<file path="config.mk">
export PLATFORM = sky130hd
export DESIGN_NAME = gold_code_generator
export DESIGN_NICKNAME = d
export VERILOG_FILES = /design/src/rtl/gcg_pkg.sv /design/src/rtl/gold_code_generator.sv
export SDC_FILE = /design/constraint.sdc
export NUM_CORES = 2
export LEC_CHECK = 0
export BUFFER_PORTS_ARGS = -buffer_cell sky130_fd_sc_hd__buf_2
export CAP_MARGIN = 25
export CORE_ASPECT_RATIO = 2
export CORE_MARGIN = 1
export CORE_UTILIZATION = 33
export DETAILED_ROUTE_END_ITERATION = 7
export PLACE_DENSITY = 0.46
export SLEW_MARGIN = 10
export SYNTH_ARGS = -nofsm -noshare
export SYNTH_HDL_FRONTEND = slang
export SYNTH_SLANG_ARGS = --single-unit
</file>
<file path="constraint.sdc">
create_clock -name clk -period 49 [get_ports clk]
set_clock_uncertainty 0.2 [all_clocks]
set_input_delay 2.45 -clock clk [delete_from_list [all_inputs] [get_ports clk]]
set_output_delay 2.45 -clock clk [all_outputs]
set_load 0.02 [all_outputs]
</file>
<file path="src/rtl/gcg_pkg.sv">
`timescale 1ns / 1ps
// ----------------------------------------------------------------------------
// gcg_pkg
// Shared widths, register indexes, reset values, chip codes and sequencer
// types of the Gold code generator.
// ----------------------------------------------------------------------------
package gcg_pkg;

    localparam int MAX_SEQUENCE_LENGTH_DEF = 1023;
    localparam int MAX_LFSR_BITS_DEF       = 10;

    localparam int LEN_W   = 10;   // sequence length, chip position, taps
    localparam int BITS_W  = 4;    // lfsr_length register
    localparam int CNT_W   = 11;   // code count, code number
    localparam int CFG_A_W = 3;
    localparam int CFG_D_W = 11;
    localparam int CHIP_W  = 2;

    localparam logic [CFG_A_W-1:0] REG_LFSR_LENGTH     = 3'd0;
    localparam logic [CFG_A_W-1:0] REG_TAPS_FIRST      = 3'd1;
    localparam logic [CFG_A_W-1:0] REG_TAPS_SECOND     = 3'd2;
    localparam logic [CFG_A_W-1:0] REG_SEQUENCE_LENGTH = 3'd3;
    localparam logic [CFG_A_W-1:0] REG_CODE_COUNT      = 3'd4;

    localparam logic [BITS_W-1:0] RST_LFSR_LENGTH     = 4'd5;
    localparam logic [LEN_W-1:0]  RST_TAPS_FIRST      = 10'd18;
    localparam logic [LEN_W-1:0]  RST_TAPS_SECOND     = 10'd30;
    localparam logic [LEN_W-1:0]  RST_SEQUENCE_LENGTH = 10'd31;
    localparam logic [CNT_W-1:0]  RST_CODE_COUNT      = 11'd1;

    localparam logic signed [CHIP_W-1:0] CHIP_NEG  = -2'sd1;
    localparam logic signed [CHIP_W-1:0] CHIP_POS  = 2'sd1;
    localparam logic signed [CHIP_W-1:0] CHIP_NONE = 2'sd0;

    typedef enum logic [2:0] {
        ST_WAIT,
        ST_FILL,
        ST_SEARCH,
        ST_WALK,
        ST_DRAIN,
        ST_TEST,
        ST_FETCH,
        ST_EMIT
    } gcg_state_t;

    typedef enum logic [2:0] {
        PH_IDLE,
        PH_SEARCH,
        PH_EMIT,
        PH_DONE,
        PH_FAILED
    } gcg_phase_t;

endpackage

</file>
<file path="src/rtl/gold_code_generator.sv">
`timescale 1ns / 1ps
// A plain request passes ST_FETCH and ST_EMIT before its result is registered;
// idle, done or failed requests are answered straight from ST_WAIT. A search
// runs ST_SEARCH, ST_WALK over n bits (n the sequence length), ST_DRAIN and
// ST_TEST per candidate tried; a restart first fills n entries of both LFSR
// sequences in ST_FILL. One request at a time; the walks through the memories set the pace.
// Reset: asynchronous, active low; config returns to its defaults, no code held.
// ----------------------------------------------------------------------------
// gold_code_generator
// Fills two LFSR sequences, searches balanced Gold code candidates one bit a
// cycle, and hands out one chip of the kept codes per request (none when idle, done or failed).
// ----------------------------------------------------------------------------
module gold_code_generator #(
    parameter int MAX_SEQUENCE_LENGTH = gcg_pkg::MAX_SEQUENCE_LENGTH_DEF,
    parameter int MAX_LFSR_BITS       = gcg_pkg::MAX_LFSR_BITS_DEF
) (
    input  logic                               clk,
    input  logic                               rst_n,
    input  logic                               cfg_we,
    input  logic [gcg_pkg::CFG_A_W-1:0]        cfg_addr,
    input  logic [gcg_pkg::CFG_D_W-1:0]        cfg_wdata,
    input  logic                               in_valid,
    output logic                               in_ready,
    input  logic                               restart,
    output logic                               out_valid,
    input  logic                               out_ready,
    output logic signed [gcg_pkg::CHIP_W-1:0]  chip,
    output logic [gcg_pkg::CNT_W-1:0]          code_number,
    output logic [gcg_pkg::LEN_W-1:0]          chip_number,
    output logic                               last,
    output logic                               failed
);
    import gcg_pkg::*;

    localparam int DEPTH  = (MAX_SEQUENCE_LENGTH < 1023) ? MAX_SEQUENCE_LENGTH : 1023;
    localparam int ADDR_W = $clog2(DEPTH);
    localparam int LFSR_W = (MAX_LFSR_BITS > LEN_W) ? MAX_LFSR_BITS : LEN_W;

    // configuration
    logic [BITS_W-1:0] lfsr_len_reg;
    logic [LEN_W-1:0]  taps_a_reg, taps_b_reg, seq_len_reg;
    logic [CNT_W-1:0]  code_cnt_reg;

    // sequencer
    gcg_state_t        state_reg, state_next;
    gcg_phase_t        phase_reg, phase_next;
    logic [LEN_W-1:0]  run_len_reg, run_len_next;
    logic [CNT_W-1:0]  run_cnt_reg, run_cnt_next;
    logic [LFSR_W-1:0] lfsr_a_reg, lfsr_a_next, lfsr_b_reg, lfsr_b_next;
    logic [LEN_W-1:0]  idx_reg, idx_next;
    logic [LEN_W-1:0]  rot_reg, rot_next;
    logic [CNT_W-1:0]  cand_reg, cand_next;
    logic [LEN_W-1:0]  tally_reg, tally_next;
    logic [CNT_W-1:0]  kept_reg, kept_next;
    logic [LEN_W-1:0]  pos_reg, pos_next;
    logic              wv_reg, wv_next;
    logic [ADDR_W-1:0] wd_idx_reg;

    // result register
    logic                     out_valid_reg, out_valid_next;
    logic signed [CHIP_W-1:0] chip_reg, chip_next;
    logic [CNT_W-1:0]         code_num_reg, code_num_next;
    logic [LEN_W-1:0]         chip_num_reg, chip_num_next;
    logic                     last_reg, last_next;
    logic                     failed_reg, failed_next;

    // sequence and candidate stores
    logic first_mem  [DEPTH];
    logic second_mem [DEPTH];
    logic cand_mem   [DEPTH];
    logic f_q_reg, s_q_reg, c_q_reg;
    logic fill_we;
    logic cand_bit;

    logic              in_xfer;
    logic [4:0]        bits_clamp;
    logic [LFSR_W-1:0] seed;
    logic [LEN_W-1:0]  len_clamp;
    logic [CNT_W-1:0]  n_ext;
    logic              balanced;

    assign in_ready    = (state_reg == ST_WAIT) && (!out_valid_reg || out_ready);
    assign in_xfer     = in_valid && in_ready;
    assign out_valid   = out_valid_reg;
    assign chip        = chip_reg;
    assign code_number = code_num_reg;
    assign chip_number = chip_num_reg;
    assign last        = last_reg;
    assign failed      = failed_reg;

    assign n_ext = {1'b0, run_len_reg};

    always_comb
    begin
        if (lfsr_len_reg == '0)
            bits_clamp = 5'd1;
        else if ({1'b0, lfsr_len_reg} > 5'(MAX_LFSR_BITS))
            bits_clamp = 5'(MAX_LFSR_BITS);
        else
            bits_clamp = {1'b0, lfsr_len_reg};
        seed = LFSR_W'(1) << (bits_clamp - 5'd1);

        if (seq_len_reg == '0)
            len_clamp = LEN_W'(1);
        else if (seq_len_reg > LEN_W'(DEPTH))
            len_clamp = LEN_W'(DEPTH);
        else
            len_clamp = seq_len_reg;
    end

    // first sequence alone, second alone, or first against rotated second
    always_comb
    begin
        if (cand_reg == CNT_W'(0))
            cand_bit = f_q_reg;
        else if (cand_reg == CNT_W'(1))
            cand_bit = s_q_reg;
        else
            cand_bit = f_q_reg ^ s_q_reg;
    end

    assign balanced = ({tally_reg, 1'b0} == n_ext + CNT_W'(1))
                   || ({tally_reg, 1'b0} + CNT_W'(1) == n_ext);

    always_ff @(posedge clk or negedge rst_n)
    begin
        if (!rst_n)
        begin
            lfsr_len_reg <= RST_LFSR_LENGTH;
            taps_a_reg   <= RST_TAPS_FIRST;
            taps_b_reg   <= RST_TAPS_SECOND;
            seq_len_reg  <= RST_SEQUENCE_LENGTH;
            code_cnt_reg <= RST_CODE_COUNT;
        end
        else if (cfg_we)
        begin
            unique case (cfg_addr)
                REG_LFSR_LENGTH:     lfsr_len_reg <= cfg_wdata[BITS_W-1:0];
                REG_TAPS_FIRST:      taps_a_reg   <= cfg_wdata[LEN_W-1:0];
                REG_TAPS_SECOND:     taps_b_reg   <= cfg_wdata[LEN_W-1:0];
                REG_SEQUENCE_LENGTH: seq_len_reg  <= cfg_wdata[LEN_W-1:0];
                REG_CODE_COUNT:      code_cnt_reg <= cfg_wdata;
                default:             ;
            endcase
        end
    end

    always_comb
    begin
        state_next     = state_reg;
        phase_next     = phase_reg;
        run_len_next   = run_len_reg;
        run_cnt_next   = run_cnt_reg;
        lfsr_a_next    = lfsr_a_reg;
        lfsr_b_next    = lfsr_b_reg;
        idx_next       = idx_reg;
        rot_next       = rot_reg;
        cand_next      = cand_reg;
        tally_next     = tally_reg;
        kept_next      = kept_reg;
        pos_next       = pos_reg;
        wv_next        = 1'b0;
        fill_we        = 1'b0;
        out_valid_next = out_valid_reg && !out_ready;
        chip_next      = chip_reg;
        code_num_next  = code_num_reg;
        chip_num_next  = chip_num_reg;
        last_next      = last_reg;
        failed_next    = failed_reg;

        if (wv_reg)
            tally_next = tally_reg + LEN_W'(cand_bit);

        unique case (state_reg)
            ST_WAIT:
            begin
                if (in_xfer)
                begin
                    if (restart)
                    begin
                        run_len_next = len_clamp;
                        run_cnt_next = (code_cnt_reg == '0) ? CNT_W'(1) : code_cnt_reg;
                        lfsr_a_next  = seed;
                        lfsr_b_next  = seed;
                        idx_next     = '0;
                        cand_next    = '0;
                        kept_next    = '0;
                        pos_next     = '0;
                        phase_next   = PH_SEARCH;
                        state_next   = ST_FILL;
                    end
                    else
                    begin
                        unique case (phase_reg)
                            PH_SEARCH: state_next = ST_SEARCH;
                            PH_EMIT:   state_next = ST_FETCH;
                            default:
                            begin
                                out_valid_next = 1'b1;
                                chip_next      = CHIP_NONE;
                                code_num_next  = '0;
                                chip_num_next  = '0;
                                last_next      = 1'b0;
                                failed_next    = (phase_reg == PH_FAILED);
                            end
                        endcase
                    end
                end
            end

            ST_FILL:
            begin
                fill_we     = 1'b1;
                lfsr_a_next = lfsr_a_reg[0] ? ((lfsr_a_reg >> 1) ^ LFSR_W'(taps_a_reg))
                                            : (lfsr_a_reg >> 1);
                lfsr_b_next = lfsr_b_reg[0] ? ((lfsr_b_reg >> 1) ^ LFSR_W'(taps_b_reg))
                                            : (lfsr_b_reg >> 1);
                idx_next    = idx_reg + LEN_W'(1);
                if (idx_reg + LEN_W'(1) == run_len_reg)
                    state_next = ST_SEARCH;
            end

            ST_SEARCH:
            begin
                if (cand_reg > n_ext)
                begin
                    // candidates exhausted
                    out_valid_next = 1'b1;
                    chip_next      = CHIP_NONE;
                    code_num_next  = '0;
                    chip_num_next  = '0;
                    last_next      = 1'b0;
                    failed_next    = 1'b1;
                    phase_next     = PH_FAILED;
                    state_next     = ST_WAIT;
                end
                else
                begin
                    idx_next   = '0;
                    rot_next   = (cand_reg >= CNT_W'(2)) ? LEN_W'(cand_reg - CNT_W'(2)) : '0;
                    tally_next = '0;
                    state_next = ST_WALK;
                end
            end

            ST_WALK:
            begin
                wv_next  = 1'b1;
                idx_next = idx_reg + LEN_W'(1);
                rot_next = (rot_reg + LEN_W'(1) == run_len_reg) ? '0 : rot_reg + LEN_W'(1);
                if (idx_reg + LEN_W'(1) == run_len_reg)
                    state_next = ST_DRAIN;
            end

            ST_DRAIN:
                state_next = ST_TEST;

            ST_TEST:
            begin
                cand_next = cand_reg + CNT_W'(1);
                if (balanced)
                begin
                    kept_next  = kept_reg + CNT_W'(1);
                    pos_next   = '0;
                    phase_next = PH_EMIT;
                    state_next = ST_FETCH;
                end
                else
                    state_next = ST_SEARCH;
            end

            ST_FETCH:
                state_next = ST_EMIT;

            ST_EMIT:
            begin
                out_valid_next = 1'b1;
                chip_next      = c_q_reg ? CHIP_NEG : CHIP_POS;
                code_num_next  = kept_reg - CNT_W'(1);
                chip_num_next  = pos_reg;
                failed_next    = 1'b0;
                last_next      = 1'b0;
                if (pos_reg + LEN_W'(1) == run_len_reg)
                begin
                    pos_next = '0;
                    if (kept_reg >= run_cnt_reg)
                    begin
                        last_next  = 1'b1;
                        phase_next = PH_DONE;
                    end
                    else
                        phase_next = PH_SEARCH;
                end
                else
                    pos_next = pos_reg + LEN_W'(1);
                state_next = ST_WAIT;
            end

            default:
                state_next = ST_WAIT;
        endcase
    end

    always_ff @(posedge clk or negedge rst_n)
    begin
        if (!rst_n)
        begin
            state_reg     <= ST_WAIT;
            phase_reg     <= PH_IDLE;
            run_len_reg   <= '0;
            run_cnt_reg   <= '0;
            idx_reg       <= '0;
            rot_reg       <= '0;
            cand_reg      <= '0;
            tally_reg     <= '0;
            kept_reg      <= '0;
            pos_reg       <= '0;
            wv_reg        <= 1'b0;
            out_valid_reg <= 1'b0;
        end
        else
        begin
            state_reg     <= state_next;
            phase_reg     <= phase_next;
            run_len_reg   <= run_len_next;
            run_cnt_reg   <= run_cnt_next;
            idx_reg       <= idx_next;
            rot_reg       <= rot_next;
            cand_reg      <= cand_next;
            tally_reg     <= tally_next;
            kept_reg      <= kept_next;
            pos_reg       <= pos_next;
            wv_reg        <= wv_next;
            out_valid_reg <= out_valid_next;
        end
    end

    always_ff @(posedge clk)
    begin
        lfsr_a_reg   <= lfsr_a_next;
        lfsr_b_reg   <= lfsr_b_next;
        wd_idx_reg   <= idx_reg[ADDR_W-1:0];
        chip_reg     <= chip_next;
        code_num_reg <= code_num_next;
        chip_num_reg <= chip_num_next;
        last_reg     <= last_next;
        failed_reg   <= failed_next;
    end

    // one write and one registered read per store each cycle
    always_ff @(posedge clk)
    begin
        if (fill_we)
        begin
            first_mem[idx_reg[ADDR_W-1:0]]  <= lfsr_a_reg[0];
            second_mem[idx_reg[ADDR_W-1:0]] <= lfsr_b_reg[0];
        end
        if (wv_reg)
            cand_mem[wd_idx_reg] <= cand_bit;
        f_q_reg <= first_mem[idx_reg[ADDR_W-1:0]];
        s_q_reg <= second_mem[rot_reg[ADDR_W-1:0]];
        c_q_reg <= cand_mem[pos_reg[ADDR_W-1:0]];
    end

`ifndef SYNTHESIS
    a_fail_not_last: assert property (@(posedge clk) disable iff (!rst_n)
        out_valid |-> !(failed && last))
        else $error("failure result flagged as last chip");

    a_fail_no_chip: assert property (@(posedge clk) disable iff (!rst_n)
        out_valid && failed |-> chip == CHIP_NONE)
        else $error("failure result carries a chip");

    a_out_free: assert property (@(posedge clk) disable iff (!rst_n)
        in_valid && in_ready |-> !out_valid || out_ready)
        else $error("request taken while result register still full");

    a_walk_range: assert property (@(posedge clk) disable iff (!rst_n)
        state_reg == ST_WALK |-> idx_reg < run_len_reg && rot_reg < run_len_reg)
        else $error("candidate walk index out of range");
`endif

endmodule

</file>
==> impl_metrics.csv <==
group,metric,value,unit
global_route,grt_pass1_vias,85018,
critical_path,criticalPathCategory,"flop to flop",
die,dieArea,419800,um^2
global_route,overflow,0,
die,die_y,915.3,um
die,initial_utilization,0.3313,
min_path,hold_start,"idx_reg[8]",
cells_and_area,areaGrowthSynthToFinish,13.24,%
sta,fin_crit_sh,0.1430,
power_and_ir_drop,p_per_area,60.08,nW/um^2
critical_path,required,49570,ps
global_route,track_usage,0.2271,
detailed_routing,drtIter0Drc,7146,
clock_tree,clockBufferDepth,4,
global_route,grt_pass1_wl,668800,um
critical_path,cpMaxStageDelayCell,"dfrtp_4",
yosys,avgSynthCellArea,15.43,um^2
clock_tree,tritoncts,"built",
detailed_routing,firstDrtPassIters,8,
critical_path,start_kind,"flop",
clock_tree,ctsResizeCount,0,
yosys,syn-num-nets,8978,
detailed_routing,routed_wl,482200,um
die,num_rows,335,
yosys,async_reset_ff_frac,0.04168,
critical_path,r2r-start,"idx_reg[0]",
place,place_inst,14045,
power_and_ir_drop,seqPwrFrac,0.407,
cells_and_area,final_cell_mix,"3114 x edfxtp_1, 2153 x nor2_1, 651 x mux4_2, 319 x clkbuf_16, 284 x mux2i_1",
detailed_routing,ant_nets,0,
sta,max_freq,142.7,MHz
critical_path,path_max_fanout,36,
clock_tree,clk_latency,930,ps
critical_path,crit_chain,"buf_4, buf_4, buf_4, buf_4, mux4_2, a22oi_1, nand4_1, mux4_2, mux2i_1, nor3b_1, or4_1",
yosys,syn_area,137600,um^2
yosys,ys_types,80,
sta,slew_viol_final,0,
die,ioPinCount,47,
detailed_routing,vias,80848,
yosys,syn_inst,8917,
critical_path,arrival,7580,ps
sta,final_hold_viol_count,0,
place,place.port_buffers,46,
yosys,ys_warn_count,0,
clock_tree,htree_levels,5,
place,post-dp-hpwl,289700,um
detailed_routing,wire_per_inst,32.92,um
sta,slew_headroom,0.01089,
global_route,antenna_found_initial,18,
place,gp_congestion,0.8254,
detailed_routing,via_per_inst,5.519,
sta,worst_slew_pin_slew,1484,ps
cells_and_area,final_common_cell,"edfxtp_1",
critical_path,crit_path_end_kind,"flop",
run,maxCapViolations,0,
detailed_routing,remaining_drc_errors,0,
yosys,ys_ff_latch,3263,
sta,setup_violations,0,
min_path,hp-class,"flop to flop",
global_route,grt.met1_usage,0.2385,
yosys,ys.flop_type,"edfxtp_1",
cells_and_area,finalNonFillerCells,14649,
critical_path,cp_common_cell,"buf_4",
power_and_ir_drop,cellLeakagePower,0.04710,uW
power_and_ir_drop,power_switching,3345,uW
power_and_ir_drop,combPwrFrac,0.324,
power_and_ir_drop,ir_worst_vdd,0.0001073,V
yosys,synth_edf_count,3114,
critical_path,critPathLaunch,"idx_reg[0]",
power_and_ir_drop,power_frac_clock,0.269,
cells_and_area,drive_gt1_frac,0.1842,
global_route,grtUsageMet2,0.4316,
yosys,seq_area_frac_synth,0.7062,
critical_path,cpPeakStageDelay,1030,ps
status,status,"finished clean",
power_and_ir_drop,swShare,0.3572,
sta,period_needed,7008,ps
global_route,busiest_layer,"met2",
clock_tree,postCtsSetupBuffers,0,
clock_tree,cts.clk_slew.worst_paths,70,ps
cells_and_area,nNetsFinal,8875,
clock_tree,clkSinkCount,3263,
cells_and_area,fillers,38890,
sta,grt_setup_unrepaired,"false",
die,core_area,415400,um^2
clock_tree,clock-root-buffer,"clkbuf_16",
die,die_w,458.6,um
clock_tree,cts_inserted_buffers,309,
clock_tree,hold_buffers,0,
sta,finalSetupTns,0,ps
power_and_ir_drop,internal_power,6019,uW
global_route,grt_max_degree,312,
cells_and_area,utilization,0.3752,
global_route,grt_use_met3,0.02460,
## final timing paths
kind,slack [ps],end,cells after the start
setup / recovery,41990,f_q_reg,11
hold / removal,190,wd_idx_reg[8],0
setup reg to reg,41990,f_q_reg,11
hold reg to reg,190,wd_idx_reg[8],0
max in group asynchronous,45740,rot_reg[1],2
min in group asynchronous,1360,out_valid,1
## final cells by class
cell class | instances | area, um^2 | area share
Timing Repair Buffer | 365 | 3633 | 0.02331
Inverter | 51 | 195.2 | 0.001252
Multi-Input combinational cell | 4824 | 37460 | 0.2404
Tap cell | 5560 | 6957 | 0.04464
Clock buffer | 364 | 8182 | 0.05250
Clock inverter | 182 | 2093 | 0.01343
Antenna cell | 40 | 100.1 | 0.0006423
Sequential cell | 3263 | 97230 | 0.6239
## per-stage QoR
step | worst slack [ps] | hold WS, ps | instance area (um^2) | total power [uW]
floorplan | 19150 | 142.2 | 137600 | 6217
global placement | 41790 | 169.7 | 144100 | 6851
detailed placement | 41870 | 177.1 | 145100 | 6924
CTS | 41850 | 197.7 | 155400 | 9439
global route | 41570 | 216.4 | 155800 | 9648
finish | 41990 | 190.5 | 155800 | 9364
## cells in the mapped netlist (all sizes together) (47+ instances only)
cell type	number	area, um^2
a21oi	136	680.7
a22oi	170	1276
buf	304	1594
clkbuf	475	1783
dfrtp	122	3053
edfxtp	3114	93510
inv	49	183.9
mux2	55	619.3
mux2i	284	2843
mux4	651	14660
nand2	310	1164
nand3	87	435.4
nand4	48	300.3
nor2	2159	8104
nor3	68	340.3
o21ai	127	635.6
o221ai	120	1051
o22ai	72	450.4
xnor2	52	455.4
xor2	47	411.6
## metal layers
metal,vias up,share of wire
li1,33717,-
met1,43596,0.34
met2,2622,0.55
met3,911,0.044
met4,2,0.066
met5,-,0.000023
## kinds of logic (layout without fill, tap and decap cells)
kind of cell    after synthesis  after routing  share of synthesized area
flops                      3263           3263                     0.7062
simple gates               2889           2889                    0.08587
mux                         990            990                     0.1317
buf+inv                     830            962                    0.02593
compound gates              805            805                    0.04028
xor+xnor                     99             99                   0.006300
fa+ha+maj                    41             41                   0.003727
other cells                   0             40                          0
## power by group through the flow
stage	Clock (uW)	Sequential, uW	Combinational (uW)
floorplan	0	4570	1650
global placement	0	3880	2970
detailed placement	0	3870	3050
CTS	2570	3810	3060
global route	2660	3820	3170
finish	2520	3810	3030
## worst max-delay path, delay by kind of cell, from the launching register on
kind                   cells  cell delay [ps]
AO/OA/AOI/OAI              1              280
buffers and inverters      4             2730
flip-flops                 1             1030
multiplexers               3             1460
AND/OR/NAND/NOR            3             1010
Power figures use the tool's default switching activity.
